## src/hsd_queue.sv

```systemverilog
// ----------------------------------------------------------------------------
// hsd_queue
// Two-entry queue of data bytes between the front and the walker.
// ----------------------------------------------------------------------------
`default_nettype none

module hsd_queue #(
  parameter int W = 8
) (
  input  wire logic         clk_i,
  input  wire logic         rst_ni,
  input  wire logic         push_i,
  input  wire logic [W-1:0] data_i,
  output logic              full_o,
  input  wire logic         pop_i,
  output logic      [W-1:0] data_o,
  output logic              empty_o
);

  logic [W-1:0] mem_q [2];
  logic [1:0]   cnt_q;
  logic         wr_q;
  logic         rd_q;
  logic         do_push;
  logic         do_pop;

  assign full_o  = (cnt_q == 2'd2);
  assign empty_o = (cnt_q == 2'd0);
  assign data_o  = mem_q[rd_q];
  assign do_push = push_i & ~full_o;
  assign do_pop  = pop_i & ~empty_o;

  always_ff @(posedge clk_i) begin
    if (do_push) begin
      mem_q[wr_q] <= data_i;
    end
  end

  always_ff @(posedge clk_i or negedge rst_ni) begin
    if (!rst_ni) begin
      cnt_q <= 2'd0;
      wr_q  <= 1'b0;
      rd_q  <= 1'b0;
    end else begin
      if (do_push) begin
        wr_q <= ~wr_q;
      end
      if (do_pop) begin
        rd_q <= ~rd_q;
      end
      if (do_push && !do_pop) begin
        cnt_q <= cnt_q + 2'd1;
      end else if (!do_push && do_pop) begin
        cnt_q <= cnt_q - 2'd1;
      end
    end
  end

endmodule

`default_nettype wire

```

## config.mk

```make
export PLATFORM = sky130hd
export DESIGN_NAME = hsd_queue
export DESIGN_NICKNAME = d
export VERILOG_FILES = /design/src/hsd_queue.sv
export SDC_FILE = /design/constraint.sdc
export NUM_CORES = 1
export LEC_CHECK = 0
export BUFFER_PORTS_ARGS = -buffer_cell sky130_fd_sc_hd__buf_4
export CAP_MARGIN = 20
export CORE_MARGIN = 2
export CORE_UTILIZATION = 25
export DETAILED_ROUTE_END_ITERATION = 6
export MAX_ROUTING_LAYER = met4
export PLACE_DENSITY = 0.51
export SLEW_MARGIN = 0
export SYNTH_ARGS = -nofsm -noshare
export SYNTH_HDL_FRONTEND = slang
export SYNTH_SLANG_ARGS = --single-unit
```

## constraint.sdc

```tcl
create_clock -name clk_i -period 3.65 [get_ports clk_i]
set_input_delay 0.73 -clock clk_i [delete_from_list [all_inputs] [get_ports clk_i]]
set_output_delay 0.73 -clock clk_i [all_outputs]
set_load 0.01 [all_outputs]
```

### After elaboration in Yosys (flattened, before gate mapping)

Memory sizes are Yosys's and may differ from the RTL's.
Index checks and enable logic that the tools add are counted.
W data, S select, Z words.

| word-level totals | value |
|---|---|
| memories kept | 1 |
| output and inout port bits | 10 |
| register bits | 4 |
| input port bits | 12 |
| RAM bits | 16 |

| cells by class | value |
|---|---|
| equality and inequality tests | 1 |
| reductions and logical operators | 6 |
| bitwise gates (word level) | 6 |
| add/subtract/negate cells | 2 |
| muxes and demuxes | 4 |

Memories:

| memory | depth | bits a word | read ports | clocked after Yosys merged registers in | wr ports | line | text |
|---|---|---|---|---|---|---|---|
| mem_q | 2 | 8 | 1 | 0 | 1 | 20 | `logic [W-1:0] mem_q [2];` |

Operators by type and width:

| kind | number |
|---|---|
| $mux W2 | 2 |
| $not A1 Y1 | 4 |
| $add A2 B1 Y2 const B | 1 |
| $and A1 B1 Y1 | 2 |
| $eq A2 B2 Y1 const B | 1 |
| $logic_and A1 B1 Y1 | 2 |
| $logic_not A1 Y1 | 2 |
| $logic_not A2 Y1 | 1 |
| $mux W1 | 2 |
| $reduce_bool A2 Y1 | 1 |
| $sub A2 B1 Y2 const B | 1 |

### Longest topological paths before layout

| logic depth | value |
|---|---|
| depth after elaboration | 7 |
| depth in mapped cells | 7 |
| depth with buffers taken out | 7 |

### Least setup slack after synthesis

Ideal clock, no wire load.

| timing | value |
|---|---|
| kind | reg2out |
| start | register rd_q |
| end | output data_o[0] |
| setup slack | 2.056 ns |
| buffers on the path | 1 |
| data required time | 2.920 ns |
| arrival | 0.864 ns |
| stages on the path, launching flop included | 3 |
| cell sequence | dfrtp_1 buf_2 mux2_1 |

| between the ends | value |
|---|---|
| cells in the longest elaborated chain, start to end | 1 |

RTL lines:

| element | line | text |
|---|---|---|
| from (decl) | 23 | `logic rd_q;` |
| from (signal assigned) | 49 | `rd_q <= ~rd_q;` |
| $mem_v2 Z2 W8 | - |  |
| to (decl) | 16 | `output logic [W-1:0] data_o,` |

Every way passes these cells.

### Worst setup path in the final report

| timing | value |
|---|---|
| start | register rd_q |
| end | output data_o[7] |

Same word-level chain as after synthesis.

==> metrics.yaml <==
global_route:
  grtUsageTotal_pct: 7.542
  grt_overflow_total: 0
  grt_pass1_wl_mm: 1.794
  grt_max_degree: 13
  antenna_found_initial: 0
  grt_pass1_vias: 391
yosys:
  synthTopCellsByArea: "edfxtp_1, dfrtp_1, mux2_1, mux2_2, xnor2_1"
  yosys_most_used_dff: "edfxtp_1"
  yosysSeqAreaShare_pct: 74.24
  netlist_area_um2: 782.0
  yosys.area.top_type: "edfxtp_1"
  ys_ff_latch: 20
  synth_cells: 44
  syn-num-nets: 57
  syn_avg_cell_area_um2: 17.77
  async_reset_ff_share_pct: 20.00
  ys.warnings.count: 0
  synth_top_area_share_pct: 61.44
  synth_cell_types: 15
  synth_edf_count: 16
power_and_ir_drop:
  power.density_nw_per_um2: 785.6
  p_leak_nw: 0.4194
  ir_worst_vdd_mv: 0.1718
layout:
  layout.nets: 82
  area_growth_pct: 31.52
  antennaDiodeCount: 0
  fill_cells: 305
  final_cell_mix: "buf_4, edfxtp_1, mux2_1, dfrtp_1"
  postLayoutCoreUtil_pct: 34.25
  drive_gt1_share_pct: 42.65
  final_common_cell: "buf_4"
clocking:
  cts_max_level: 1
  cts-buffers-inserted: 3
  hold_buffers: 0
  postCtsSetupBuffers: 0
  clkTransAtPathRegs_ns: 0.11
  clk_latency_ns: 0.29
  cts_resized: 0
  cts.sinks: 20
  cts_tree: "yes"
  clockBufferDepth: 2
  root_buffer: "clkbuf_4"
sta:
  holdWs_ns: 0.2060
  rsz0062_at_grt: "no"
  final.min_clock_period_ns: 2.161
  fin_setup_tns_ns: 0
  skew_ns: 0.001331
  hold_viol_final: 0
  fin_ws_ns: 1.489
  max_slew_margin_pct: 56.97
  worst_pin_slew_ns: 0.6431
  finalCritPeriodShare_pct: 59.21
  drv_slew: 0
  setup_viol_count_final: 0
  max_freq_ghz: 0.4627
floorplanning:
  die_h_um: 59.93
  die_w_um: 59.93
  die_area_um2: 3592
  start_util_pct: 26.04
  pin_count: 22
  core-area_um2: 3003
  rows: 20
routing:
  ant_nets: 0
  wl_met2_um: 578
  wl_mm: 1.191
  met1Wirelength_um: 512
  drc_errors: 0
  wl_met3_um: 72
  routed.top_layer: "met4"
  first_iter_violations: 0
  vias: 417
  dr.pass1.iters: 1
  via_per_inst: 4.129
  wl_per_cell_um: 11.79
worst_setup_path:
  worstPathRequired_ns: 2.92
  critical_path_class: "flop to output pin"
  critPathCaptureType: "output pin"
  cpPeakStageDelay_ns: 0.60
  cp-start-kind: "flop"
  path_max_fanout: 9
  path_cells: "mux2_2 > buf_4"
  arrival_ns: 1.43
  crit_slowest_cell: "dfrtp_1"
place:
  numPortBuffers: 21
  gp_congestion: 0.6247
  hpwlAfterDp_um: 895.8
  dp_slack_ns: 1.804
job:
  cap_violations: 0
worst_hold_path:
  worstHoldPathType: "input port to asynchronous set/reset pin"
run_status:
  outcome: "finished, final reports clean"
[area by class of cell]
type | instances | area (um2) | share of cell area [%]
Clock buffer | 3 | 22.52 | 2.190
Timing Repair Buffer | 21 | 157.7 | 15.33
Tap cell | 33 | 41.29 | 4.015
Multi-Input combinational cell | 21 | 188.9 | 18.37
Sequential cell | 20 | 580.6 | 56.45
Inverter | 2 | 7.507 | 0.7299
Clock inverter | 1 | 30.03 | 2.920
[metrics by stage]
stage	power [mW]	instances	cell area, um2
5_1_grt	0.8560	101	1028
6_report	0.8080	101	1028
3_3_place_gp	0.6384	97	975.9
4_1_cts	0.8212	101	1028
2_1_floorplan	0.5278	44	782.0
3_5_place_dp	0.6423	97	975.9
[synthesized netlist by cell type, drive strengths merged, types with 2 or more instances]
| cell type | n |
|---|---|
| xnor2 | 3 |
| inv | 2 |
| mux2 | 8 |
| dfrtp | 4 |
| xor2 | 2 |
| edfxtp | 16 |
| nor2 | 3 |
[final timing paths]
kind                                 startpoint                     to  slack, ns  depth (start not counted)
max reg2reg                cnt_q[0]$_DFFE_PN0P_  mem_q[0][4]$_DFFE_PP_       2.07                          3
min reg2reg                cnt_q[1]$_DFFE_PN0P_   cnt_q[1]$_DFFE_PN0P_       0.53                          1
max in group asynchronous                rst_ni       rd_q$_DFFE_PN0P_       3.35                          1
min                                      rst_ni   cnt_q[0]$_DFFE_PN0P_       0.21                          1
min in group clk_i         cnt_q[1]$_DFFE_PN0P_   cnt_q[1]$_DFFE_PN0P_       0.53                          1
max                            rd_q$_DFFE_PN0P_              data_o[7]       1.49                          2
[routing by layer]
layer / global-route usage [%] / up-vias
met5: - / -
met4: 6.667 / 0
met3: 1.515 / 2
met2: 10.25 / 13
met1: 9.354 / 197
li1: - / 205
[registers in the layout, indices dropped and copies added, names as in the netlist]
| signal | count |
|---|---|
| mem_q | 16 |
| cnt_q | 2 |
| wr_q | 1 |
| rd_q | 1 |
[critical path, delay by kind of cell (launching register included)]
family | cells | cell delay, ns
multiplexers | 1 | 0.40
buffers and inverters | 1 | 0.14
flip-flops | 1 | 0.60
[power by group]
group / internal (mW) / switching (mW)
sequential: 0.319 / 0.0489
combinational: 0.147 / 0.116
clock: 0.111 / 0.0669
total: 0.576 / 0.231
[kinds of logic (layout without fill, tap and decap cells)]
group	Yosys count	count (layout)	synth area share, %
DFF	20	20	74.24
muxes	8	8	11.52
and+or+nand+nor	6	6	3.841
xor gates and xnor gates	5	5	6.561
buffers and inverters	3	27	1.600
adders and majority gates	1	1	1.600
AOI/OAI and AO/OA	1	1	0.6394
Power figures use the tool's default switching activity.
