File: src/hsd_pkg.sv
// ----------------------------------------------------------------------------
// hsd_pkg
// Shared constants for the Huffman stream decoder.
// ----------------------------------------------------------------------------
`default_nettype none

package hsd_pkg;

  localparam int NODE_COUNT_DEF  = 512;
  localparam int STACK_DEPTH_DEF = 256;

  localparam int LEN_W = 13;
  localparam int PAD_W = 3;
  localparam int SYM_W = 8;

  localparam logic [7:0] MARK_INTERNAL = 8'h2A;
  localparam logic [7:0] MARK_ESCAPE   = 8'h5C;

endpackage

`default_nettype wire

File: src/hsd_back.sv
// ----------------------------------------------------------------------------
// hsd_back
// Walks the node table bit by bit for each queued data byte, emits symbols.
// ----------------------------------------------------------------------------
`default_nettype none

module hsd_back import hsd_pkg::*; #(
  parameter int NODE_COUNT = NODE_COUNT_DEF,
  parameter int NW         = $clog2(NODE_COUNT),
  parameter int CW         = $clog2(NODE_COUNT + 1)
) (
  input  wire logic             clk_i,
  input  wire logic             rst_ni,
  input  wire logic             q_empty_i,
  output logic                  q_pop_o,
  input  wire logic [7:0]       q_byte_i,
  input  wire logic             q_last_i,
  input  wire logic [PAD_W-1:0] q_pad_i,
  input  wire logic [CW-1:0]    q_nf_i,
  output logic      [NW-1:0]    raddr_o,
  input  wire logic [SYM_W:0]   node_rdata_i,
  input  wire logic [NW-1:0]    left_rdata_i,
  input  wire logic [NW-1:0]    right_rdata_i,
  output logic                  idle_o,
  output logic                  out_valid_o,
  input  wire logic             out_stall_i,
  output logic      [SYM_W-1:0] symbol_o,
  output logic                  last_of_run_o
);

  localparam logic [2:0] S_IDLE  = 3'd0;
  localparam logic [2:0] S_FETCH = 3'd1;
  localparam logic [2:0] S_EV1   = 3'd2;
  localparam logic [2:0] S_EV2   = 3'd3;
  localparam logic [2:0] S_FLUSH = 3'd4;

  logic [2:0]       st_q;
  logic [7:0]       byte_q;
  logic             last_q;
  logic [CW-1:0]    nf_q;
  logic [3:0]       nb_q;
  logic [2:0]       j_q;
  logic [NW-1:0]    cur_q;
  logic [NW-1:0]    child_q;
  logic             pend_v_q;
  logic [SYM_W-1:0] pend_sym_q;
  logic             out_v_q;
  logic [SYM_W-1:0] out_sym_q;
  logic             out_last_q;

  logic             out_free;
  logic             can_emit;
  logic [NW-1:0]    a;
  logic             leaf;
  logic             bit_v;
  logic [NW-1:0]    ch_raw;
  logic [NW-1:0]    ch;
  logic             last_bit;
  logic             ev2_emit;
  logic [3:0]       nb_new;

  assign out_free = !out_v_q || !out_stall_i;
  assign can_emit = !pend_v_q || out_free;
  assign a        = (CW'(cur_q) >= nf_q) ? '0 : cur_q;
  assign leaf     = node_rdata_i[SYM_W];
  assign bit_v    = byte_q[3'd7 - j_q];
  assign ch_raw   = bit_v ? right_rdata_i : left_rdata_i;
  assign ch       = (CW'(ch_raw) >= nf_q) ? '0 : ch_raw;
  assign last_bit = (({1'b0, j_q} + 4'd1) == nb_q);
  assign ev2_emit = (child_q != '0) && leaf;
  assign nb_new   = (q_nf_i == '0) ? 4'd0 : (q_last_i ? 4'd8 - {1'b0, q_pad_i} : 4'd8);

  assign q_pop_o       = (st_q == S_IDLE) && !q_empty_i;
  assign idle_o        = (st_q == S_IDLE);
  assign out_valid_o   = out_v_q;
  assign symbol_o      = out_sym_q;
  assign last_of_run_o = out_last_q;

  always_comb begin
    unique case (st_q)
      S_EV1:   raddr_o = leaf ? a : ch;
      S_EV2:   raddr_o = child_q;
      default: raddr_o = a;
    endcase
  end

  always_ff @(posedge clk_i or negedge rst_ni) begin
    if (!rst_ni) begin
      st_q       <= S_IDLE;
      byte_q     <= '0;
      last_q     <= 1'b0;
      nf_q       <= '0;
      nb_q       <= '0;
      j_q        <= '0;
      cur_q      <= '0;
      child_q    <= '0;
      pend_v_q   <= 1'b0;
      pend_sym_q <= '0;
      out_v_q    <= 1'b0;
      out_sym_q  <= '0;
      out_last_q <= 1'b0;
    end else begin
      if (out_free) begin
        out_v_q <= 1'b0;
      end
      unique case (st_q)
        S_IDLE: begin
          if (!q_empty_i) begin
            byte_q <= q_byte_i;
            last_q <= q_last_i;
            nf_q   <= q_nf_i;
            nb_q   <= nb_new;
            j_q    <= '0;
            st_q   <= (nb_new == 4'd0) ? S_FLUSH : S_FETCH;
          end
        end
        S_FETCH: begin
          st_q <= S_EV1;
        end
        S_EV1: begin
          if (leaf) begin
            if (can_emit) begin
              if (pend_v_q) begin
                out_v_q    <= 1'b1;
                out_sym_q  <= pend_sym_q;
                out_last_q <= 1'b0;
              end
              pend_v_q   <= 1'b1;
              pend_sym_q <= node_rdata_i[SYM_W-1:0];
              cur_q      <= '0;
              j_q        <= j_q + 3'd1;
              st_q       <= last_bit ? S_FLUSH : S_FETCH;
            end
          end else begin
            child_q <= ch;
            st_q    <= S_EV2;
          end
        end
        S_EV2: begin
          if (ev2_emit) begin
            if (can_emit) begin
              if (pend_v_q) begin
                out_v_q    <= 1'b1;
                out_sym_q  <= pend_sym_q;
                out_last_q <= 1'b0;
              end
              pend_v_q   <= 1'b1;
              pend_sym_q <= node_rdata_i[SYM_W-1:0];
              cur_q      <= '0;
              j_q        <= j_q + 3'd1;
              st_q       <= last_bit ? S_FLUSH : S_FETCH;
            end
          end else begin
            cur_q <= child_q;
            j_q   <= j_q + 3'd1;
            st_q  <= last_bit ? S_FLUSH : S_EV1;
          end
        end
        S_FLUSH: begin
          if (!pend_v_q || out_free) begin
            if (pend_v_q) begin
              out_v_q    <= 1'b1;
              out_sym_q  <= pend_sym_q;
              out_last_q <= 1'b1;
              pend_v_q   <= 1'b0;
            end
            if (last_q) begin
              cur_q <= '0;
            end
            st_q <= S_IDLE;
          end
        end
        default: begin
          st_q <= S_IDLE;
        end
      endcase
    end
  end

`ifndef SYNTH
  a_idle_no_pend: assert property (@(posedge clk_i) disable iff (!rst_ni)
    (st_q == S_IDLE) |-> !pend_v_q)
    else $error("held symbol left over at byte end");
  a_nb_range: assert property (@(posedge clk_i) disable iff (!rst_ni)
    (st_q != S_IDLE) |-> (nb_q <= 4'd8))
    else $error("bit count out of range");
  a_child_range: assert property (@(posedge clk_i) disable iff (!rst_ni)
    (st_q == S_EV2) |-> (CW'(child_q) < nf_q))
    else $error("child index beyond node count");
  a_pop_loads: assert property (@(posedge clk_i) disable iff (!rst_ni)
    q_pop_o |=> (st_q == S_FETCH || st_q == S_FLUSH))
    else $error("queue pop without byte start");
`endif

endmodule

`default_nettype wire

File: config.mk
export PLATFORM = sky130hd
export DESIGN_NAME = hsd_back
export DESIGN_NICKNAME = d
export VERILOG_FILES = /design/src/hsd_pkg.sv /design/src/hsd_back.sv
export SDC_FILE = /design/constraint.sdc
export NUM_CORES = 1
export LEC_CHECK = 0
export BUFFER_PORTS_ARGS = -buffer_cell sky130_fd_sc_hd__buf_2
export CORE_MARGIN = 5
export CORE_UTILIZATION = 55
export CTS_BUF_LIST = sky130_fd_sc_hd__clkbuf_8
export CTS_CLUSTER_DIAMETER = 120
export CTS_CLUSTER_SIZE = 20
export DETAILED_ROUTE_END_ITERATION = 8
export GPL_TIMING_DRIVEN = 0
export PLACE_DENSITY = 0.8
export RECOVER_POWER = 50
export SKIP_LAST_GASP = 1
export SLEW_MARGIN = 10
export SYNTH_ARGS = -nofsm -noshare
export SYNTH_HDL_FRONTEND = slang
export SYNTH_SLANG_ARGS = --single-unit
File: constraint.sdc
create_clock -name clk_i -period 4.3 [get_ports clk_i]
set_clock_uncertainty 0.1 [all_clocks]
set_input_delay 0.215 -clock clk_i [delete_from_list [all_inputs] [get_ports clk_i]]
set_output_delay 0.215 -clock clk_i [all_outputs]
set_load 0.02 [all_outputs]
### Word-level counts from Yosys, hierarchy flattened

Cells that the tools add are included.

* flip-flop bits (word level): 66
* bits in latches: 0
* memory bits (writable): 0
* memory bits (read-only): 0
* bits of input ports: 53
* output and inout port bits: 21
* logic and storage cells: 113
* memories: 0

* add/sub/neg operators: 4
* multiply operators: 0
* divide/modulo/power cells: 0
* $lt $le $gt $ge: 3
* equal/unequal tests: 11
* shift-type cells: 0
* muxes and demuxes: 56
* bitwise logic cells: 2
* reductions and logical operators: 24

Operators with widths (count)
* $mux 9: 9
* $mux 8: 7
* $mux 3: 12
* $pmux 9 s3: 1
* $pmux 8 s3: 1
* $ge 9x10->1: 2
* $pmux 9 s2: 1
* $mux 1: 16
* $pmux 8 s2: 1
* $pmux 3 s5: 1
* $ne 2x2->1 const B: 6
* $logic_not 10->1: 1
* $pmux 1 s3: 3
* $pmux 3 s3: 1
* $reduce_and 3->1: 3
* $reduce_bool 9->1: 1
* $mux 4: 2
* $reduce_and 4->1: 2
* $eq 3x2->1 const B: 2
* $reduce_and 2->1: 3
* $reduce_bool 3->1: 2
* $reduce_and 5->1: 1
* $add 3x1->4 const B: 1
* $eq 4x4->1: 1
* 14 further kinds: 20

### Depth between registers and ports, before layout

* word-level depth: 8
* gate-level depth with buffers: 13
* gate-level depth less buffers: 10

### Worst setup path after synthesis

Ideal clock, no wire load.

* kind: register to output
* start: register j_q[0]
* end: output raddr_o[7]
* arrival time: 3554 ps
* slack: 431 ps
* cell stages (with the launch flop): 14
* buffers on the path: 3
* path through: dfrtp_1 > buf_6 > mux4_2 > mux2i_4 > mux2i_1 > inv_1 > ha_1 > a21o_1 > nand3_1 > a21oi_1 > or4_1 > buf_2 > clkbuf_1 > o221ai_1

* cells in the longest elaborated chain, start to end: 8

RTL lines
* start: declaration: line hsd_back.sv:42 `logic [2:0] j_q;`
* start signal: assignment: line hsd_back.sv:131 `j_q <= j_q + 3'd1;`
* start signal: assignment: line hsd_back.sv:150 `j_q <= j_q + 3'd1;`
* start signal: assignment: line hsd_back.sv:155 `j_q <= j_q + 3'd1;`
* $sub 3x3->3 (*): line hsd_back.sv:66 `assign bit_v = byte_q[3'd7 - j_q];`
* $bmux 1 s3 (*): line hsd_back.sv:66
* $mux 1 (not written as such) (*): line hsd_back.sv:66
* $mux 9 (*): line hsd_back.sv:67 `assign ch_raw = bit_v ? right_rdata_i : left_rdata_i;`
* $ge 9x10->1: line hsd_back.sv:68 `assign ch = (CW'(ch_raw) >= nf_q) ? '0 : ch_raw;`
* $mux 9 (*): line hsd_back.sv:68
* $mux 9 (*): line hsd_back.sv:81 `S_EV1: raddr_o = leaf ? a : ch;`
* $pmux 9 s2 (*): line hsd_back.sv:80 `unique case (st_q)`
* end: declaration: line hsd_back.sv:20 `output logic [NW-1:0] raddr_o,`

Mark *: on every way between the ends. The rest lies on a longest branch, timed or not. The select of a mux whose other input is x is not followed.

### Worst setup path in the final report

* start: register j_q[0]
* end: output raddr_o[4]

The elaborated chain is that of the path after synthesis.

==> run metrics <==
outcome=finished with violations; failing checks=capacitance limit, slew limit; Tot GR Track Use=22.50%; met2 usage=37.50%; CP endpoint kind=output pin; critical path startpoint category=flip-flop; slowest stage delay, CP=0.52 ns; Synth top area share=45.79%; Net Sw Frac=43.11%; Worst Setup Path Type=flip-flop to output pin; combinational power share=56.5%; measured slew at the worst slew-check pin=1.624 ns; Die Y=90.99 microns; # IOs=74; vias per cell=5.623; Post-Syn Area=3607 sq um; MaxCap Viol Count=1; library cells used by synthesis=49; WL/cell=16.34 microns; asr flop ratio synth=100.0%; # DRC=0; Root Buffer Master=clkbuf_8; Primary FF master, synth=dfrtp_1; max_slew headroom=-8.300%; min cycle time layout=4.210 ns; Synth-to-Final Area Change=29.73%; worst min-delay path category=input pin to flip-flop; largest area contributor in the netlist=dfrtp_1; Initial DRC Count=198; share of cells above drive strength 1=26.19%; clk sink count=66; fin. max-slew vios=67; IO buf count=72; Row Count=29; power density over cell area=798.7 nW/um^2; DRT Wirelength=9493 microns; yosys warns=0; Net Count, Synth=459; routed vias=3267; final-report hold violation count=0; Setup Viol. Count Final=0; LEAKAGE=2.250 nW; HPWL Detailed=6361 microns; Pre-antenna DRT Iters=5; Final Power=3.738 mW; Critical Path End=raddr_o[4]; Starting Density=56.81%; Setup TNS=0 ns; H-tree Lvls=3; Cell Chain, Critical Path=buf_6 -> mux4_2 -> mux2i_4 -> buf_12 -> mux2i_4 -> inv_1 -> ha_1 -> a21oi_1 -> a21oi_1 -> or4_1 -> buf_6 -> buf_4 -> o221ai_1 -> buf_2; Final Util=73.69%; initial antenna violation count=0; Syn Inst Count=386; Seq/Total Area, Yosys=45.79%; reg2reg setup slack=0.72 ns; Final Cycle Share=97.92%; Seq cells post-synth=66; met1 usage=28.67%; CP max FO=7; Post-synth EDFFs=0; post-route antenna net violation count=0; die area=8278 sq um; RR Endpoint=child_q[3]$_DFFE_PN0P_; hold slack=0.006435 ns; fill count=446; CTS tree=built; worst r2r src=j_q[0]$_DFFE_PN0P_; fin nets=572; switching pwr=1.611 mW; first-pass GRT wire length=15200 microns; CP startpoint=j_q[0]$_DFFE_PN0P_; vias in the first global route=3218; clock share of power=13.5%; grt ovf=0; Core Region=6350 sq um; CP Data Arrival Time=3.90 ns; Worst VDD drop=0.4889 mV; met3 Use GR=3.884%; top cells by area, synth=dfrtp_1 46%, nand2_1 9.5%, ha_1 6.9%, mux2_2 5.0%, o21ai_0 4.0%; FF-to-FF path depth=13; Inserted Clock Buffers=9; P_int=2.126 mW; Skew-Pair Late Insertion Delay=0.34 ns; Avg Cell Area, Syn=9.345 sq um; clock-pin slew on the worst setup and hold paths=0.07 ns; pin count of the biggest net entering global routing=67; ant diodes=0; Worst EP required=3.98 ns; Placer Congestion=0.8605; sequential power share=30.0%; RSZ-0062 raised after global routing=yes; Most Used Layer, Global Route=met2; Max Fclk=0.2375 GHz; slowest CP cell=mux4_2; Clock Tree Buf Depth=2; Die Wd=90.99 microns
## cell type report
type	count	area [sq um]	area share, %
inverter	35	131.4	2.807
timing repair buffer	102	650.6	13.90
clock inverter	7	61.31	1.310
tap	77	96.34	2.059
buffer	15	82.58	1.765
clock buffer	9	123.9	2.647
multi-input combinational	270	1882	40.21
sequential	66	1652	35.29
## how the worst min path moves through the flow
stage	start	endpoint	slack (ns)	cells past startpoint
2_1_floorplan	rst_ni	byte_q[0]$_DFFE_PN0P_	-0.18	0
3_3_place_gp	q_byte_i[7]	byte_q[7]$_DFFE_PN0P_	0.31	3
3_5_place_dp	rst_ni	nf_q[2]$_DFFE_PN0P_	0.26	1
4_1_cts	node_rdata_i[4]	pend_sym_q[4]$_DFFE_PN0P_	0.0006	2
5_1_grt	node_rdata_i[4]	pend_sym_q[4]$_DFFE_PN0P_	0.006	2
6_report	q_nf_i[7]	nf_q[7]$_DFFE_PN0P_	0.006	3
## cells in the mapped netlist (7+ instances only)
cell and n:
dfrtp_1 66, inv_1 35, a21oi_1 12, o21ai_1 10, mux2_2 16, nand3_1 7
clkbuf_1 9, o21ai_0 29, nand2_1 91, nor2_1 8, ha_1 20, mux2i_1 9
o221ai_1 9
## layer usage
layer | part of all wire, % | routed length [microns] | vias up
li1 | - | - | 1566
met1 | 40 | 3769 | 1561
met2 | 52 | 4907 | 110
met3 | 5.2 | 491 | 30
met4 | 3.4 | 325 | 0
met5 | 0 | 0 | -
## cells in the final DEF (no fill, tap or decap), types with 3 or more instances in the layout
cell	synthesis	routed
o21ai_0	29	29
dlygate4sd3_1	0	18
buf_4	1	13
a21oi_1	12	10
buf_2	4	63
nand2_1	91	91
clkbuf_1	9	18
o31ai_1	3	3
inv_1	35	36
a22o_1	4	4
nor3_1	3	3
dfrtp_1	66	66
nor4_1	3	3
nor2_1	8	8
clkinv_2	0	4
nand2b_1	4	4
nor2b_1	3	3
mux2i_4	1	9
o21ai_1	10	10
ha_1	20	19
o221ai_1	9	8
mux2_2	16	16
a21oi_2	1	3
nand3_1	7	7
clkbuf_8	0	9
## what timing repair did
action | 4_1_cts | 5_1_grt
hold buffers | 18 | 0
endpoints found under the setup margin | 9 | 2
gates resized for setup | 13 | 14
setup buffers | 3 | 8
cloned | 0 | 1
pin swaps | 0 | 3
hold endpoints to repair | 83 | 0
## registers in the layout, indices dropped and copies added, names as in the netlist
signal	cells
byte_q	8
child_q	9
cur_q	9
j_q	3
last_of_run_o	1
last_q	1
nb_q	4
nf_q	10
out_valid_o	1
pend_sym_q	8
pend_v_q	1
st_q	3
symbol_o	8
## kinds of logic after synthesis
family	synth area share (%)
AOI/OAI and AO/OA	14.60
xor gates and xnor gates	0.9714
adders and majority gates	6.937
buffers and inverters	5.654
DFF	45.79
muxes	9.365
and+or+nand+nor	16.68
## metrics by stage
| stage | worst slack, ns | area [sq um] | instances |
|---|---|---|---|
| finish | 0.08956 | 4679 | 581 |
| global route | -0.04753 | 4679 | 581 |
| CTS | 0.0006111 | 4524 | 572 |
| detailed placement | -0.02473 | 4066 | 535 |
| global placement | 0.003503 | 4064 | 535 |
| floorplan | 0.4307 | 3607 | 386 |
## power by group through the flow
stage | clock network, mW | logic [mW] | registers [mW]
2_1_floorplan | 0 | 1.22 | 1.12
3_3_place_gp | 0 | 1.65 | 1.11
3_5_place_dp | 0 | 1.72 | 1.12
4_1_cts | 0.501 | 1.88 | 1.11
5_1_grt | 0.531 | 2.31 | 1.16
6_report | 0.503 | 2.11 | 1.12
## critical path, delay by kind of cell (launching register included)
family | cells | cell delay [ns]
buffers and inverters | 6 | 0.91
multiplexers | 3 | 1.05
AO/OA/AOI/OAI | 3 | 0.43
flip-flops | 1 | 0.37
AND/OR/NAND/NOR | 1 | 0.50
adder cells (fa/ha/maj) | 1 | 0.32
Note: power is estimated with default switching activity, not from simulation.
