`src/hsd_ram.sv`:
```
// ----------------------------------------------------------------------------
// hsd_ram
// Generic single-write, single-read RAM with registered read data.
// ----------------------------------------------------------------------------
`default_nettype none

module hsd_ram #(
  parameter int W  = 8,
  parameter int D  = 16,
  parameter int AW = $clog2(D)
) (
  input  wire logic          clk_i,
  input  wire logic          we_i,
  input  wire logic [AW-1:0] waddr_i,
  input  wire logic [W-1:0]  wdata_i,
  input  wire logic [AW-1:0] raddr_i,
  output logic      [W-1:0]  rdata_o
);

  logic [W-1:0] mem [D];

  always_ff @(posedge clk_i) begin
    if (we_i) begin
      mem[waddr_i] <= wdata_i;
    end
    rdata_o <= mem[raddr_i];
  end

endmodule

`default_nettype wire

```
`config.mk`:
```
export PLATFORM = sky130hd
export DESIGN_NAME = hsd_ram
export DESIGN_NICKNAME = d
export VERILOG_FILES = /design/src/hsd_ram.sv
export SDC_FILE = /design/constraint.sdc
export NUM_CORES = 1
export LEC_CHECK = 0
export BUFFER_PORTS_ARGS = -buffer_cell sky130_fd_sc_hd__buf_2
export CAP_MARGIN = 20
export CELL_PAD_IN_SITES_DETAIL_PLACEMENT = 0
export CELL_PAD_IN_SITES_GLOBAL_PLACEMENT = 1
export CORE_MARGIN = 2
export CORE_UTILIZATION = 45
export DETAILED_ROUTE_END_ITERATION = 12
export PLACE_DENSITY_LB_ADDON = 0.1
export SLEW_MARGIN = 10
export SYNTH_ARGS = -nofsm -noshare
export SYNTH_HDL_FRONTEND = slang
export SYNTH_SLANG_ARGS = --single-unit
```
`constraint.sdc`:
```
create_clock -name clk_i -period 2.45 [get_ports clk_i]
set_clock_uncertainty 0.05 [all_clocks]
set_input_delay 0.49 -clock clk_i [delete_from_list [all_inputs] [get_ports clk_i]]
set_output_delay 0.49 -clock clk_i [all_outputs]
set_load 0.01 [all_outputs]
```
; After elaboration in Yosys (flattened, before gate mapping)
; Memory sizes are Yosys's and may differ from the RTL's. A register that Yosys moved wholly into a read port is not among the register bits.
; Index checks and enable logic that the tools add are counted.
[word_totals]
mem_count = 1
output_inout_bits = 8
latchBits = 0
wordCells = 3
register_bits = 0
ram_bits = 128
romBits = 0
[mem_list]
columns = name, words, word_bits, rd, rd_clocked_by_memory_dff, wr, line
row1 = mem, 16, 8, 1, 1, 1, 20  ; logic [W-1:0] mem [D];
[op_classes]
mul = 0
reduce_logical = 0
n_eq_ne = 0
shift = 0
n_bitwise = 0
magnitude_cmp = 0
mux = 2
div = 0
addsub = 0
[op_table]
columns = operator, n
row1 = $mux 1, 2

; Depth between registers and ports, before layout
; Gate-level depths: netlist (run 1).
[depth]
word_depth = 2
mapped_depth = 5
depth_no_buf = 3

; Worst setup path before layout (run 1)
; No wires, ideal clock.
[synth_path]
kind = input-to-reg
start = input waddr_i[2]
end = memory mem[0][0], enable pin
arrival_ps = 1600
required_ps = 2017
stages = 2
path_slack_ps = 417
n_path_buf = 0
setup_time_ps = 383
path_cell_list = or3b_2 > nor3_1
[synth_lines]
columns = item, line
row1 = from (decl), 14  ; input wire logic [AW-1:0] waddr_i,
row2 = to (decl), 20
; No word-level cell before the write port.

==> results of run 1 <==
==> per-layer routing <==
metal | global-route usage (%) | vias up | wire length [um]
met5 | 0 | - | 0
met4 | 6.42 | 0 | 115
met3 | 4.81 | 7 | 517
met2 | 25.8 | 63 | 4740
met1 | 26.6 | 1245 | 4830
li1 | - | 1087 | -
==> sequential cells by signal (all words and copies together) (netlist names) <==
signal   cells
mem        128
rdata_o      8
==> critical path, cell delays in order <==
cell,delay [ns]
buf_2,0.10
buf_12,0.25
mux4_1,0.58
a22oi_1,0.25
nand2_1,0.10
==> worst min-delay path by stage <==
stage                       endpoint  slack [ns]        from  cells past startpoint
after detailed placement  rdata_o[3]        0.61  mem[11][3]                      3
after floorplan            mem[0][0]        0.54  wdata_i[0]                      0
after CTS                 mem[14][0]        0.40  wdata_i[0]                      1
after global placement    rdata_o[1]        0.61  mem[15][1]                      3
after global routing       mem[8][0]        0.41  wdata_i[0]                      1
final                      mem[7][0]        0.42  wdata_i[0]                      1
==> cell usage in the layout (no fill, tap or decap) <==
| master | Yosys | routed |
|---|---|---|
| buf_4 | 1 | 21 |
| clkinvlp_4 | 0 | 4 |
| nor2b_1 | 1 | 1 |
| clkbuf_16 | 0 | 17 |
| and2_1 | 1 | 1 |
| nor3_1 | 4 | 4 |
| nand2_1 | 9 | 9 |
| mux4_2 | 18 | 18 |
| nand3b_1 | 2 | 2 |
| nand3_1 | 1 | 1 |
| bufinv_16 | 0 | 3 |
| dfxtp_1 | 8 | 8 |
| clkbuf_1 | 0 | 2 |
| a22oi_1 | 16 | 16 |
| and2b_1 | 1 | 1 |
| or3b_2 | 1 | 1 |
| clkinv_4 | 0 | 2 |
| buf_2 | 3 | 25 |
| nand2b_1 | 2 | 2 |
| nor2_1 | 13 | 13 |
| edfxtp_1 | 128 | 128 |
| clkinv_1 | 0 | 2 |
| buf_12 | 0 | 1 |
| mux4_1 | 14 | 14 |
| clkinv_2 | 0 | 2 |
==> where the power goes <==
part           total [mW]  switching (mW)  leakage, nW  internal [mW]
Sequential           2.62          0.0164         1.22           2.60
Combinational       0.245           0.140        0.591          0.105
Clock                2.49           0.899        0.274           1.59
Total                5.35            1.05         2.09           4.30
==> final cells by class <==
| class | count | area, um^2 | share of cell area [%] |
|---|---|---|---|
| clock buffer | 19 | 433 | 7.06 |
| multi-input combinational | 83 | 1060 | 17.2 |
| timing repair buffer | 47 | 303 | 4.94 |
| sequential | 136 | 4000 | 65.3 |
| tap | 143 | 179 | 2.92 |
| clock inverter | 13 | 155 | 2.53 |
==> cell families (layout without fill, tap and decap cells) <==
| kind of cell | after synthesis | after routing | share of synthesized area, % |
|---|---|---|---|
| AOI/OAI and AO/OA | 16 | 16 | 2.33 |
| buffers and inverters | 10 | 79 | 1.68 |
| DFF | 136 | 136 | 77.8 |
| muxes | 32 | 32 | 15.0 |
| and+or+nand+nor | 35 | 35 | 3.18 |
==> synth_stat cells (all sizes together) <==
library cell   number
or3b                1
buf                 7
nor2               13
nor2b               1
mux4               32
nor3                4
clkdlybuf4s25       3
nand2b              2
nand3               1
and2b               1
nand3b              2
edfxtp            128
dfxtp               8
a22oi              16
nand2               9
and2                1
==> through the flow <==
| step | power, mW | utilization, % | hold slack [ns] | setup WS (ns) | area, um^2 |
|---|---|---|---|---|---|
| after detailed placement | 2.92 | 49.2 | 0.615 | 0.428 | 5540 |
| after global routing | 5.53 | 54.4 | 0.412 | 0.744 | 6130 |
| final | 5.35 | 54.4 | 0.415 | 0.882 | 6130 |
| after global placement | 2.92 | 49.2 | 0.608 | 0.424 | 5540 |
| after CTS | 5.40 | 54.4 | 0.399 | 0.861 | 6130 |
| after floorplan | 2.80 | - | 0.539 | 0.417 | 5150 |
==> results by group, run 1 <==
Logic synthesis
  – Register bit total from synthesis: 136
  – Synth area leaders: edfxtp_1, mux4_2, mux4_1
  – Post-synthesis sequential area ratio: 77.8%
  – Syn avg cell area: 22.5 um^2
  – Area leader, netlist: edfxtp_1
  – Syn_nets: 247
  – Yosys cell types: 19
  – Synthesized area: 5150 um^2
  – Warnings from Yosys: 0
  – Share of the synthesized area in the top cell type: 74.7%
  – Cells after Synth: 229

Route
  – Drt wl/cell: 23.1 um
  – Detailed Routing Iterations Pass 1: 4
  – Remaining DRCs: 0
  – Vias: 2402
  – Number of vias per cell: 5.45
  – Final WL: 10200 um
  – Initial DRC count: 204
  – Final ANT Viol Nets: 0

Run
  – Max-Cap Viols: 0

Finish
  – Ratio of cells with drive above 1 in the final layout: 31.5%
  – Antenna Cells: 0
  – Fill cell count: 876
  – Layout Nets: 303
  – Synth-to-Final Area Change: 19.1%
  – Post-layout instance count excluding filler cells: 441

Placement
  – Detail Placement HPWL: 6500 um
  – Port Buffers: 25
  – Placed Cells: 409
  – Placer congestion estimate: 0.715

Floorplan
  – Site Rows: 39
  – Die Height: 111 um
  – Core Region: 11300 um^2
  – Io pins: 26
  – Die area: 12300 um^2
  – Die X: 111 um
  – Initial Util: 45.7%

Clock tree
  – Sink Count: 136
  – CTS Hold Bufs: 0
  – Post_cts resized: 0
  – # Post-CTS Setup Buffers: 0
  – CTS root buffer: clkbuf_16
  – CTS tree: built
  – Clock insertion delay at the later pin of the skew report: 0.41 ns
  – H-tree levels: 4
  – Num CTS Buffers: 17
  – Clk buf depth: 2
  – Clock Pin Slew Worst Setup and Hold Paths: 0.06 ns

STA
  – Period utilisation layout: 64.0%
  – Crit path time final: 1.57 ns
  – Fmax: 0.638 GHz
  – Slew @ Worst Pin: 0.408 ns
  – Setup TNS: 0 ns
  – RSZ-0062 raised after global routing: false
  – Fin. Hold Viols: 0
  – Slew margin rel.: 72.8%
  – Final Max Tran Viols: 0
  – # setup viols final: 0

Global routing
  – Initial antenna violation count: 0
  – Pin count of the biggest net entering global routing: 33
  – Congestion Overflow GR: 0
  – Global-route usage over all layers: 17.9%
  – Vias in the first global route: 2458
  – First-pass GRT wire length: 15600 um

Critical path
  – CP Launch Point: raddr_i[0]
  – WS Path Type: input port to flip-flop
  – Worst Setup Start Kind: input port
  – CP arrival: 1.80 ns
  – Maximum fanout along the worst path: 32
  – Reg2reg end: rdata_o[4]
  – CP required: 2.69 ns
  – Critical path endpoint: rdata_o[0]
  – Crit. End Element: flip-flop
  – Reg2reg start: mem[9][4]
  – Reg2reg path depth: 3
  – Reg-to-reg slack, setup: 1.06 ns

Power and ir drop
  – Peak VDD IR: 0.419 mV
  – PwrDens: 873 nW/um^2
  – Static Leak: 2.09 nW

Worst hold path
  – Min-Delay Path Class: input port to flip-flop

Status
  – Status: completed
Note: power is estimated with default switching activity, not from simulation.
==> run 2: changes to the inputs <==
--- a/config.mk
+++ b/config.mk
@@ -5,6 +5,7 @@
 export SDC_FILE = /design/constraint.sdc
 export NUM_CORES = 1
 export LEC_CHECK = 0
+export ABC_AREA = 1
 export BUFFER_PORTS_ARGS = -buffer_cell sky130_fd_sc_hd__buf_2
 export CAP_MARGIN = 20
 export CELL_PAD_IN_SITES_DETAIL_PLACEMENT = 0
==> constraint.sdc (replaced) <==
create_clock -name clk_i -period 1.65 [get_ports clk_i]
set_clock_uncertainty 0.05 [all_clocks]
set_input_delay 0.33 -clock clk_i [delete_from_list [all_inputs] [get_ports clk_i]]
set_output_delay 0.33 -clock clk_i [all_outputs]
set_load 0.01 [all_outputs]
==> run 2 against run 1 <==
Combinational power increased by 100%. Cell count rose by 76%. Total power increased by 54%. First-iteration DRC count up 48%. Non-clock buffer count stayed put. Largest power group unchanged. Highest routed layer unchanged.
==> results by group, run 2 <==
Status
  – Status: completed

Power and ir drop
  – Static Leak: 2.94 nW (+41%)
  – PwrDens: 1220 nW/um^2 (+40%)
  – Peak VDD IR: 0.604 mV (+44%)
  – Pwr Total: 8.23 mW (+54%)

Global routing
  – Initial antenna violation count: 0 (unchanged)
  – Pin count of the biggest net entering global routing: 65 (+97%)
  – First-pass GRT wire length: 21000 um (+35%)
  – Vias in the first global route: 3474 (+41%)
  – Global-route usage over all layers: 21.9% (+4.0 points)
  – Congestion Overflow GR: 0 (unchanged)

Critical path
  – Crit. End Element: primary output
  – Crit-path leading delay family: flip-flops
  – CP required: 1.27 ns (-1.42 ns)
  – Worst Setup Start Kind: flip-flop
  – CP max-delay cell: dfxtp_1
  – Reg-to-reg slack, setup: 0.58 ns (-0.48 ns)
  – Reg2reg path depth: 6 (+3)
  – Crit path largest cell delay: 0.36 ns (-0.22 ns)
  – Cells along the critical path: buf_2
  – CP arrival: 0.93 ns (-0.87 ns)
  – Maximum fanout along the worst path: 1 (-97%)
  – Worst Path Buf+Inv: 1 (-1)
  – WS Path Type: flip-flop to primary output
  – Reg2reg end: rdata_o[6]
  – Reg2reg start: mem[2][6]

Floorplan
  – Die Height: 117 um (+5.6%)
  – Die area: 13700 um^2 (+12%)
  – Die X: 117 um (+5.6%)
  – Core Region: 12600 um^2 (+11%)
  – Initial Util: 45.9% (+0.22 points)
  – Io pins: 26 (unchanged)
  – Site Rows: 41 (+5.1%)

Clock tree
  – Clk buf depth: 2 (unchanged)
  – CTS Hold Bufs: 0 (unchanged)
  – Num CTS Buffers: 17 (unchanged)
  – H-tree levels: 4 (unchanged)
  – CTS tree: built
  – Sink Count: 136 (unchanged)
  – CTS root buffer: clkbuf_16
  – Post_cts resized: 0 (unchanged)
  – # Post-CTS Setup Buffers: 0 (unchanged)
  – Clock Pin Slew Worst Setup and Hold Paths: 0.06 ns (about the same)
  – Clock insertion delay at the later pin of the skew report: 0.41 ns (about the same)

STA
  – Crit path time final: 1.31 ns
  – Fmax: 0.765 GHz
  – Period utilisation layout: 79.2%
  – RSZ-0062 raised after global routing: false
  – # setup viols final: 0 (unchanged)
  – Setup TNS: 0 ns (unchanged)
  – Fin. Hold Viols: 0 (unchanged)
  – Slew @ Worst Pin: 0.615 ns (+0.208 ns)
  – Final Max Tran Viols: 0 (unchanged)
  – Slew margin rel.: 58.9% (-14 points)

Logic synthesis
  – Count leader, synth: nand2_1
  – Post-Synth Adder-Cell Area: 0% (unchanged)
  – Post-synthesis compound-gate area fraction: 0% (-2.3 points)
  – Syn avg cell area: 10.5 um^2 (-53%)
  – Warnings from Yosys: 0 (unchanged)
  – Register bit total from synthesis: 136 (unchanged)
  – Largest family of logic cells by synthesized area: simple AND/OR/NAND/NOR gates
  – Multiplexer share of the synthesized area: 0% (-15 points)
  – Area leader, netlist: edfxtp_1
  – Synth area leaders: edfxtp_1, nand2_1, nand3_1
  – Share of the synthesized area in the top cell type: 66.7% (-8.0 points)
  – Synth Area in Simple Gates: 21.0% (+18 points)
  – XOR/XNOR share of the synthesized area: 0% (unchanged)
  – Yosys cell types: 12 (-7)
  – Post-synth EDFFs: 128 (unchanged)
  – Cells after Synth: 551 (+140%)
  – Synthesized area: 5770 um^2 (+12%)
  – Most frequent cells after synthesis: nand2_1, edfxtp_1, inv_1, nand3_1, nor2_1
  – Async SR Flop Fraction: 0% (unchanged)
  – Post-synthesis sequential area ratio: 69.4% (-8.4 points)
  – Top_reg_cell synth: edfxtp_1
  – Syn_nets: 569 (+130%)

Worst hold path
  – Hold EP: rdata_o[5]
  – Min-Delay Path Class: input port to flip-flop
  – HP Start: raddr_i[3]
  – Worst hold stages: 3 (+2)

Route
  – Remaining DRCs: 0 (unchanged)
  – Final ANT Viol Nets: 0 (unchanged)
  – Detailed Routing Iterations Pass 1: 5 (+1)
  – Vias: 3783 (+57%)
  – Final WL: 13700 um (+35%)
  – Initial DRC count: 302 (+48%)
  – Drt wl/cell: 17.6 um (-24%)
  – Number of vias per cell: 4.86 (-11%)

Placement
  – Port Buffers: 25 (unchanged)
  – Placer congestion estimate: 0.797 (+12%)
  – Detail Placement HPWL: 8510 um (+31%)

Finish
  – Commonest non-fill, non-tap cell in the layout: nand2_1
  – Leading cell types in the layout, fill and taps excluded: nand2_1, edfxtp_1, inv_1
  – Area occupied by multi-input gates: 1210 um^2 (+15%)
  – Synth-to-Final Area Change: 17.1%
  – Biggest register: mem
  – Storage element area: 4000 um^2 (unchanged)
  – Antenna Cells: 0 (unchanged)
  – Top Registers: mem (128), rdata_o (8)
  – Layout Nets: 611 (+100%)
  – Max reg flops: 128 (unchanged)
  – Fill cell count: 1142 (+30%)
  – Ratio of cells with drive above 1 in the final layout: 12.2% (-19 points)

Run
  – Max-Cap Viols: 0 (unchanged)
## run 2: changes by cell type after synthesis, moves of 10 or more
cell     previous run  this run
inv_1               0       100
a22oi_1            16         0
mux4_1             14         0
mux4_2             18         0
nand3_1             1        97
buf_2               3        13
nand2_1             9       173
## run 2: stage by stage
step / cell area (um^2) / setup WS [ns] / instances / util [%] / hold slack [ns]
floorplan: 5770 / 0.319 / 551 / - / 0.379
global placement: 6160 / 0.0916 / 746 / 49.0 / 0.633
detailed placement: 6160 / 0.0855 / 746 / 49.0 / 0.641
CTS: 6750 / 0.304 / 778 / 53.7 / 0.221
global route: 6750 / 0.312 / 778 / 53.7 / 0.241
finish: 6750 / 0.343 / 778 / 53.7 / 0.231
## run 2: how the worst max path moves through the flow
stage | startpoint | to | cells after the start
2_1_floorplan | waddr_i[2] | mem[10][0] | 2
6_report | rdata_o[7] | rdata_o[7] | 1
4_1_cts | rdata_o[7] | rdata_o[7] | 1
3_5_place_dp | raddr_i[1] | rdata_o[1] | 6
3_3_place_gp | raddr_i[1] | rdata_o[1] | 6
5_1_grt | rdata_o[7] | rdata_o[7] | 1
## run 2: cells by family (layout without fill, tap and decap cells)
kind of cell	Yosys count	after routing
buffers and inverters	126	181
DFF	136	136
and+or+nand+nor	289	289
## run 2: layer usage
layer / GRT usage, % / wire [um]
met2: 32.5 / 6500
met3: 4.53 / 697
met5: 0 / 0
met1: 32.2 / 6460
met4: 7.37 / 74
## run 2: final cells by class
class / count / share of cell area [%]
Sequential cell: 136 / 59.3
Tap cell: 172 / 3.19
Clock buffer: 22 / 6.58
Inverter: 102 / 5.67
Timing Repair Buffer: 47 / 5.04
Clock inverter: 10 / 2.24
Multi-Input combinational cell: 289 / 18.0
## run 2: tightest hold or removal path, cell delays in order
cell and delay [ns]:
buf_2 0.17, nand3_1 0.10, nand2_1 0.04
## run 2: report_power, final
part | switching [mW] | internal [mW] | leakage, nW | total, mW
Clock | 1.33 | 2.51 | 0.291 | 3.84
Combinational | 0.353 | 0.149 | 1.42 | 0.502
Sequential | 0.0238 | 3.86 | 1.22 | 3.89
Total | 1.71 | 6.52 | 2.94 | 8.23
