==> config.mk <==
export PLATFORM = sky130hd
export DESIGN_NAME = hsd_front
export DESIGN_NICKNAME = d
export VERILOG_FILES = /design/src/hsd_pkg.sv /design/src/hsd_ram.sv /design/src/hsd_front.sv
export SDC_FILE = /design/constraint.sdc
export NUM_CORES = 2
export LEC_CHECK = 0
export BUFFER_PORTS_ARGS = -buffer_cell sky130_fd_sc_hd__buf_2
export CAP_MARGIN = 40
export CORE_AREA = 3 3 386 484
export DETAILED_ROUTE_END_ITERATION = 10
export DIE_AREA = 0 0 389 487
export MAX_ROUTING_LAYER = met4
export PLACE_DENSITY = 0.75
export RECOVER_POWER = 25
export SLEW_MARGIN = 20
export SYNTH_ARGS = -nofsm -noshare
export SYNTH_HDL_FRONTEND = slang
export SYNTH_SLANG_ARGS = --single-unit
==> constraint.sdc <==
create_clock -name clk_i -period 5.7 [get_ports clk_i]
set_input_delay 1.14 -clock clk_i [delete_from_list [all_inputs] [get_ports clk_i]]
set_output_delay 1.14 -clock clk_i [all_outputs]
set_load 0.05 [all_outputs]
==> src/hsd_pkg.sv <==
// ----------------------------------------------------------------------------
// hsd_pkg
// Shared constants for the Huffman stream decoder.
// ----------------------------------------------------------------------------
`default_nettype none

package hsd_pkg;

  localparam int NODE_COUNT_DEF  = 512;
  localparam int STACK_DEPTH_DEF = 256;

  localparam int LEN_W = 13;
  localparam int PAD_W = 3;
  localparam int SYM_W = 8;

  localparam logic [7:0] MARK_INTERNAL = 8'h2A;
  localparam logic [7:0] MARK_ESCAPE   = 8'h5C;

endpackage

`default_nettype wire

==> src/hsd_ram.sv <==
// ----------------------------------------------------------------------------
// hsd_ram
// Generic single-write, single-read RAM with registered read data.
// ----------------------------------------------------------------------------
`default_nettype none

module hsd_ram #(
  parameter int W  = 8,
  parameter int D  = 16,
  parameter int AW = $clog2(D)
) (
  input  wire logic          clk_i,
  input  wire logic          we_i,
  input  wire logic [AW-1:0] waddr_i,
  input  wire logic [W-1:0]  wdata_i,
  input  wire logic [AW-1:0] raddr_i,
  output logic      [W-1:0]  rdata_o
);

  logic [W-1:0] mem [D];

  always_ff @(posedge clk_i) begin
    if (we_i) begin
      mem[waddr_i] <= wdata_i;
    end
    rdata_o <= mem[raddr_i];
  end

endmodule

`default_nettype wire

==> src/hsd_front.sv <==
// ----------------------------------------------------------------------------
// hsd_front
// Accepts bytes, parses the header, builds the node table, queues data bytes.
// ----------------------------------------------------------------------------
`default_nettype none

module hsd_front import hsd_pkg::*; #(
  parameter int NODE_COUNT  = NODE_COUNT_DEF,
  parameter int STACK_DEPTH = STACK_DEPTH_DEF,
  parameter int NW          = $clog2(NODE_COUNT),
  parameter int CW          = $clog2(NODE_COUNT + 1)
) (
  input  wire logic             clk_i,
  input  wire logic             rst_ni,
  input  wire logic             in_valid_i,
  output logic                  in_stall_o,
  input  wire logic [7:0]       byte_value_i,
  input  wire logic             is_last_byte_i,
  input  wire logic             back_quiet_i,
  input  wire logic             q_full_i,
  output logic                  q_push_o,
  output logic      [PAD_W-1:0] q_pad_o,
  output logic      [CW-1:0]    q_nf_o,
  output logic                  node_we_o,
  output logic      [NW-1:0]    node_waddr_o,
  output logic      [SYM_W:0]   node_wdata_o,
  output logic                  left_we_o,
  output logic                  right_we_o,
  output logic      [NW-1:0]    child_waddr_o,
  output logic      [NW-1:0]    child_wdata_o
);

  localparam int SPW = $clog2(STACK_DEPTH + 1);
  localparam int SAW = $clog2(STACK_DEPTH);

  localparam logic [1:0] PH_HDR0 = 2'd0;
  localparam logic [1:0] PH_HDR1 = 2'd1;
  localparam logic [1:0] PH_TREE = 2'd2;
  localparam logic [1:0] PH_DATA = 2'd3;

  logic [1:0]       phase_q;
  logic [PAD_W-1:0] pad_q;
  logic [LEN_W-1:0] tbl_q;
  logic             esc_q;
  logic [CW-1:0]    nf_q;
  logic [SPW-1:0]   sp_q;
  logic [NW-1:0]    top_idx_q;
  logic             top_ld_q;
  logic             link_q;
  logic             link_v_q;
  logic             link_side_q;
  logic [NW-1:0]    link_par_q;
  logic [NW-1:0]    link_n_q;
  logic             pop_ld_q;

  logic             acc;
  logic [LEN_W-1:0] tbl_dec;
  logic [LEN_W-1:0] tbl_hdr;
  logic             tdone;
  logic             is_int;
  logic             is_esc;
  logic             create;
  logic [NW-1:0]    n;
  logic             link;
  logic             pop;
  logic [SPW-1:0]   sp1;
  logic [SPW-1:0]   spm1;
  logic [SPW-1:0]   spm2;
  logic             push;
  logic             ld1;
  logic             stk_we;
  logic [NW:0]      stk_rdata;

  assign in_stall_o = link_q
                    | ((phase_q == PH_TREE) & ~back_quiet_i)
                    | ((phase_q == PH_DATA) & q_full_i);
  assign acc = in_valid_i & ~in_stall_o;

  assign tbl_dec = (tbl_q != '0) ? tbl_q - LEN_W'(1) : tbl_q;
  assign tbl_hdr = {tbl_q[4:0], byte_value_i};
  assign tdone   = (nf_q != '0) && (sp_q == '0);
  assign is_int  = !esc_q && (byte_value_i == MARK_INTERNAL);
  assign is_esc  = !esc_q && (byte_value_i == MARK_ESCAPE);
  assign create  = acc && (phase_q == PH_TREE) && !tdone && !is_esc
                && (nf_q < CW'(NODE_COUNT));
  assign n       = nf_q[NW-1:0];
  assign link    = (n != '0) && (sp_q != '0);
  assign pop     = link && top_ld_q;
  assign spm1    = sp_q - SPW'(1);
  assign spm2    = sp_q - SPW'(2);
  assign sp1     = pop ? spm1 : sp_q;
  assign push    = is_int && (sp1 < SPW'(STACK_DEPTH));
  assign ld1     = link | top_ld_q;
  assign stk_we  = create && push && !pop && (sp_q != '0);

  hsd_ram #(.W(NW + 1), .D(STACK_DEPTH)) u_stack (
    .clk_i  (clk_i),
    .we_i   (stk_we),
    .waddr_i(spm1[SAW-1:0]),
    .wdata_i({ld1, top_idx_q}),
    .raddr_i(spm2[SAW-1:0]),
    .rdata_o(stk_rdata)
  );

  assign node_we_o     = create;
  assign node_waddr_o  = n;
  assign node_wdata_o  = {!is_int, is_int ? 8'h00 : byte_value_i};
  assign left_we_o     = create | (link_v_q & ~link_side_q);
  assign right_we_o    = create | (link_v_q & link_side_q);
  assign child_waddr_o = link_v_q ? link_par_q : n;
  assign child_wdata_o = link_v_q ? link_n_q : '0;

  assign q_push_o = acc && (phase_q == PH_DATA);
  assign q_pad_o  = pad_q;
  assign q_nf_o   = nf_q;

  always_ff @(posedge clk_i or negedge rst_ni) begin
    if (!rst_ni) begin
      phase_q     <= PH_HDR0;
      pad_q       <= '0;
      tbl_q       <= '0;
      esc_q       <= 1'b0;
      nf_q        <= '0;
      sp_q        <= '0;
      top_idx_q   <= '0;
      top_ld_q    <= 1'b0;
      link_q      <= 1'b0;
      link_v_q    <= 1'b0;
      link_side_q <= 1'b0;
      link_par_q  <= '0;
      link_n_q    <= '0;
      pop_ld_q    <= 1'b0;
    end else begin
      link_q      <= acc && (phase_q == PH_TREE);
      link_v_q    <= create && link;
      link_side_q <= top_ld_q;
      link_par_q  <= top_idx_q;
      link_n_q    <= n;
      pop_ld_q    <= create && pop && !push && (sp_q > SPW'(1));
      if (link_q && pop_ld_q) begin
        top_idx_q <= stk_rdata[NW-1:0];
        top_ld_q  <= stk_rdata[NW];
      end
      if (acc) begin
        unique case (phase_q)
          PH_HDR0: begin
            pad_q   <= byte_value_i[7:5];
            tbl_q   <= {8'h00, byte_value_i[4:0]};
            phase_q <= PH_HDR1;
          end
          PH_HDR1: begin
            tbl_q   <= tbl_hdr;
            phase_q <= (tbl_hdr == '0) ? PH_DATA : PH_TREE;
          end
          PH_TREE: begin
            tbl_q <= tbl_dec;
            if (!tdone) begin
              if (esc_q) begin
                esc_q <= 1'b0;
              end else if (is_esc) begin
                esc_q <= 1'b1;
              end
            end
            if (create) begin
              nf_q <= nf_q + CW'(1);
              if (push) begin
                top_idx_q <= n;
                top_ld_q  <= 1'b0;
                if (!pop) begin
                  sp_q <= sp_q + SPW'(1);
                end
              end else if (pop) begin
                sp_q <= spm1;
              end else begin
                top_ld_q <= ld1;
              end
            end
            if (tbl_dec == '0) begin
              phase_q <= PH_DATA;
              esc_q   <= 1'b0;
            end
          end
          default: begin
          end
        endcase
        if (is_last_byte_i) begin
          phase_q <= PH_HDR0;
          pad_q   <= '0;
          tbl_q   <= '0;
          esc_q   <= 1'b0;
          nf_q    <= '0;
          sp_q    <= '0;
        end
      end
    end
  end

endmodule

`default_nettype wire

Yosys cells after proc, flatten, opt, wreduce, memory -nomap -nowiden --
Memory sizes are Yosys's and may differ from the RTL's. A register that Yosys moved wholly into a read port is not among the register bits. Cells that the tools add are included.
Storage, ports and cells: register bits 70, memory bits (writable) 2560, bits of input ports 14, output and inout port bits 54, logic and storage cells 127, memories 1
Memories:
- u_stack.mem | depth 256, width 10, rd ports 1, clocked after memory_dff 1, write ports 1, RTL line hsd_ram.sv:20 | logic [W-1:0] mem [D];
Operators by class: add/subtract/negate cells 5, order comparisons 3, equality and inequality tests 8, multiplexer cells 40, bitwise gates (word level) 13, reductions and logical operators 43
Operators by type and width (number):
- 9-bit two-way mux | 13
- 13-bit case mux with 3 select lines | 1
- 10-bit two-way mux | 3
- 13-bit logical NOT | 2
- 13-bit two-way mux | 2
- 1-bit logical AND | 19
- 9-bit nonzero test | 2
- 1-bit two-way mux | 15
- 13-bit nonzero test | 1
- 13-bit by 1-bit subtractor with 13-bit output, second input constant | 1
- 10-bit by 1-bit adder with 10-bit output, second input constant | 1
- 10-bit < comparator, second input constant | 1
- 10-bit nonzero test | 1
- 9-bit by 1-bit adder with 9-bit output, second input constant | 1
- 9-bit by 1-bit greater-than comparator with 1-bit output, second input constant | 1
- 9-bit logical NOT | 1
- 9-bit < comparator, second input constant | 1
- 3-bit AND reduction | 3
- 9-bit by 1-bit subtractor with 9-bit output, second input constant | 1
- 8-bit by 6-bit equality test with 1-bit output, second input constant | 1
- 8-bit by 7-bit equality test with 1-bit output, second input constant | 1
- 8-bit two-way mux | 1
- 8-bit by 2-bit subtractor with 8-bit output, second input constant | 1
- 1-bit logical NOT | 6
- other kinds (15) | 32

Logic depth before layout (Yosys ltp) --
word-level depth 15, gate-level depth with buffers 18, mapped depth without buffers 10

Hierarchy --
From an unflattened synthesis, not the netlist that was laid out.
Second synthesis, totals: cell total of the unflattened synthesis 5141, area, all modules 103681.9 µm²
Modules (own cells, without submodules):
- hsd_ram | instances 1, cells each 4642, area each 99253.9 µm², sequential area each 77073.9 µm²
- hsd_front | instances 1, cells each 499, area each 4428.0 µm², sequential area each 1751.7 µm²

Least setup slack after synthesis --
OpenSTA, ideal clock, no wires.
path kind flip-flop to flip-flop, start point register sp_q[0], end point memory u_stack.mem[0][9] (netlist name) (data pin), library setup time 904 ps, arrival time 5381 ps, data required time 4796 ps, slack -585 ps, cell stages (with the launch flop) 12, path buffers 5, clock period less this slack 6285 ps, cells stage by stage dfrtp_1 buf_2 buf_6 buf_4 buf_2 inv_2 clkbuf_1 ha_1 nor2b_1 nand4_1 nand2_1 nand2b_1
Between the ends: cells in the longest elaborated chain, start to end 3
RTL lines:
- start, declared | RTL line hsd_front.sv:46 | logic [SPW-1:0] sp_q;
- start signal, assigned | RTL line hsd_front.sv:170 | sp_q <= sp_q + SPW'(1);
- start signal, assigned | RTL line hsd_front.sv:173 | sp_q <= spm1;
- 9-bit nonzero test | RTL line hsd_front.sv:87 | assign link = (n != '0) && (sp_q != '0);
- 1-bit logical AND | RTL line hsd_front.sv:87
- 1-bit bitwise OR | RTL line hsd_front.sv:93 | assign ld1 = link | top_ld_q;
- named net ld1 | RTL line hsd_front.sv:70 | logic ld1;
- end, declared | RTL line hsd_ram.sv:20
The timed path passes the listed nets, and every way through them passes these cells.

Worst setup path in the final report --
start point register sp_q[1], end point register u_stack.rdata_o[7] (read register of u_stack.mem)
Between the ends: cells in the longest elaborated chain, start to end 1
RTL lines:
- 8-bit by 2-bit subtractor with 8-bit output | RTL line hsd_front.sv:90 | assign spm2 = sp_q - SPW'(2);
- end, declared | RTL line hsd_ram.sv:17 | output logic [W-1:0] rdata_o
Every way passes these cells. A chain may end at the register's enable or synchronous reset.

==> flow_summary.ini <==
[critical_path]
cp.arrival_ns = 5.98
start_kind = register
r2r_cells = 10
required_ns = 6.42
path_max_fanout = 96
rrSetupSlack_ns = 0.44
worstSetupPathType = register to register
r2r-start = sp_q[1]
end_kind = register
rr_endpoint = u_stack.rdata_o[7]

[power_and_ir_drop]
pwr-share-comb_pct = 15.3
finalPower_mw = 43.60
ir_worst_vdd_v = 0.0004085
seq_power_share_pct = 49.1
power_switching_mw = 11.88
clkPwrFrac_pct = 35.6
p_int_mw = 31.72
cellPowerDensity_nw_per_um2 = 374.7
leakage_nw = 28.93
switching_share_pct = 27.25

[layout]
register_area_um2 = 78840
fin_util_pct = 63.89
multi_input_area_um2 = 23610
area_delta_synth_final_pct = 11.96
final_nets = 5501
drive_above_1_share_pct = 26.17
fill_cells = 11738

[clocking]
insertion_delay_ns = 0.89
cts_buffer_depth = 3
cts-root-buf = clkbuf_16
ctsResizeCount = 0
holdBufCountCts = 0
htree_levels = 4
postCtsSetupBuffers = 0
cts_tree = built
cts_made_buffers = 229
clk_pin_slew_ns = 0.07
cts_sinks = 2640

[synth]
synth.distinct_cells = 82
yosysTopAreaCellShare_pct = 73.95
synth-main-ff-cell = edfxtp_1
ys_seq_elements = 2640
synth_edf_count = 2560
synthCells = 5102
synth_area_um2 = 104000
syn-num-nets = 5132
syn_avg_cell_area_um2 = 20.37
netlist_top_cells_count = edfxtp_1, mux4_2, nor2_1
yosysWarnings = 0
yosysMostFrequentCell = edfxtp_1
synth-seq-area-share_pct = 75.83
synthTopCellsByArea = edfxtp_1, mux4_2, dfrtp_1, nor2_1, nand2_1
async_reset_ff_share_pct = 2.652
synth_area_leader_cell = edfxtp_1

[outcome]
status = finished, violations left
violations = capacitance limit, slew limit

[sta]
rsz0062_at_grt = false
relSlewSlack_pct = -166.5
finalClockSkew_ns = 0.03733
holdWs_ns = 0.4290
setup_violations = 0
fmaxAchievable_ghz = 0.1902
timing.final.crit_share_pct = 92.23
tightest_slew_ns = 3.998
hold_violations = 0
layout_min_cycle_time_ns = 5.257
slew_viol_final = 1019

[global_routing]
grt_pass1_vias = 53726
grt_max_degree = 210
grt_usage_pct = 30.66
grt_overflow_total = 0
grt_pass1_wl_um = 400700
antenna_found_initial = 7

[routing]
viasPerCell = 6.747
drc_errors = 0
vias = 54345
wl_per_cell_um = 34.64
first_pass_iters = 6
wirelength_um = 279000
dr.first_iter.drc_count = 7295
final_antenna_net_count = 0

[die]
die_h_um = 487
rows = 175
die-area_um2 = 189400
coreArea_um2 = 182200
die-width_um = 389
ios = 68
start_util_pct = 57.06

[run]
max_cap_viol_count = 16

[min_path]
hp-class = input pin to asynchronous set/reset pin

[placement]
numPortBuffers = 67
place.gp.congestion = 0.9659
hpwl_um = 172800
-- layer usage --
metal	vias up	share of wire [%]	GRT usage, %	wire length [um]
met2	3643	49	47.06	135400
met3	652	10	6.637	28460
met4	0	6.1	15.62	16940
li1	21691	-	-	-
met1	28359	35	39.22	98240
met5	-	0	-	0
-- registers in the layout, indices dropped and copies added, names as in the netlist --
signal	count
u_stack.rdata_o	10
u_stack.mem	2560
link_v_q	1
tbl_q	13
sp_q	9
q_pad_o	3
phase_q	2
link_n_q	9
link_side_q	1
top_idx_q	9
pop_ld_q	1
top_ld_q	1
esc_q	1
link_q	1
q_nf_o	10
link_par_q	9
-- logic make-up after synthesis --
logic type | count (synthesis) | synth area share, %
AO/OA/AOI/OAI | 348 | 2.393
AND/OR/NAND/NOR | 984 | 4.203
XOR/XNOR | 24 | 0.2094
flip-flops | 2640 | 75.83
buffers and inverters | 317 | 1.625
multiplexers | 773 | 15.55
adder cells (fa/ha/maj) | 16 | 0.1926
-- stage by stage --
| stage | setup TNS [ns] | instance area, um^2 | setup WS, ns | instances |
|---|---|---|---|---|
| global placement | -0.3168 | 107900 | -0.3168 | 7509 |
| global route | 0 | 116400 | 0.4394 | 8055 |
| CTS | 0 | 115900 | 0.6063 | 7974 |
| floorplan | 0 | 104000 | 1.259 | 5102 |
| finish | 0 | 116400 | 0.4429 | 8055 |
| detailed placement | 0 | 108500 | 0.5974 | 7555 |
-- worst max path at each step --
stage / end / slack, ns / start
6_report: u_stack.rdata_o[7] / 0.44 / sp_q[1]
5_1_grt: u_stack.rdata_o[7] / 0.44 / sp_q[1]
4_1_cts: u_stack.rdata_o[7] / 0.61 / sp_q[1]
3_5_place_dp: u_stack.rdata_o[7] / 0.60 / sp_q[1]
3_3_place_gp: u_stack.rdata_o[7] / -0.32 / sp_q[1]
2_1_floorplan: u_stack.mem[0][9] / 1.26 / sp_q[0]
-- critical path: stages (launching register included) --
cell,delay (ns)
dfrtp_4,0.46
buf_12,0.42
buf_4,0.67
buf_4,0.75
mux4_2,0.33
and2_1,0.18
a2111oi_0,0.11
buf_1,0.19
a2111oi_2,0.74
nand4_1,0.53
nor4_1,0.60
-- power by group through the flow --
stage / Sequential (mW) / Clock (mW) / Combinational (mW)
final: 21.4 / 15.5 / 6.69
after global routing: 21.4 / 16.4 / 6.87
after CTS: 21.4 / 15.7 / 6.50
after detailed placement: 21.8 / 0 / 6.46
after global placement: 21.8 / 0 / 6.33
after floorplan: 21.8 / 0 / 3.48
-- layout make-up --
| type | instances | share of cell area [%] |
|---|---|---|
| sequential | 2640 | 67.75 |
| inverter | 19 | 0.06128 |
| multi-input combinational | 2145 | 20.28 |
| tap | 2389 | 2.568 |
| antenna | 7 | 0.01505 |
| timing repair buffer | 436 | 2.950 |
| clock buffer | 284 | 5.146 |
| clock inverter | 135 | 1.231 |
-- layout by cell type (no fill, tap or decap), types with 16 or more instances in the layout --
cell	netlist	routed
a2111oi_0	27	20
a21oi_1	50	50
a22o_1	19	19
a22oi_1	39	39
a31oi_1	16	16
and2_1	33	33
and3_1	29	29
buf_12	0	17
buf_2	96	69
buf_4	71	313
bufinv_16	0	26
clkbuf_1	97	68
clkbuf_16	0	231
clkinv_1	1	41
clkinv_2	0	37
dfrtp_1	70	65
edfxtp_1	2560	2560
inv_1	16	16
mux2i_1	88	88
mux4_2	672	672
nand2_1	349	348
nand3_1	53	53
nand4_1	25	25
nor2_1	368	363
nor3_1	50	48
o21ai_0	61	61
o22ai_1	17	17
Power figures use the tool's default switching activity.
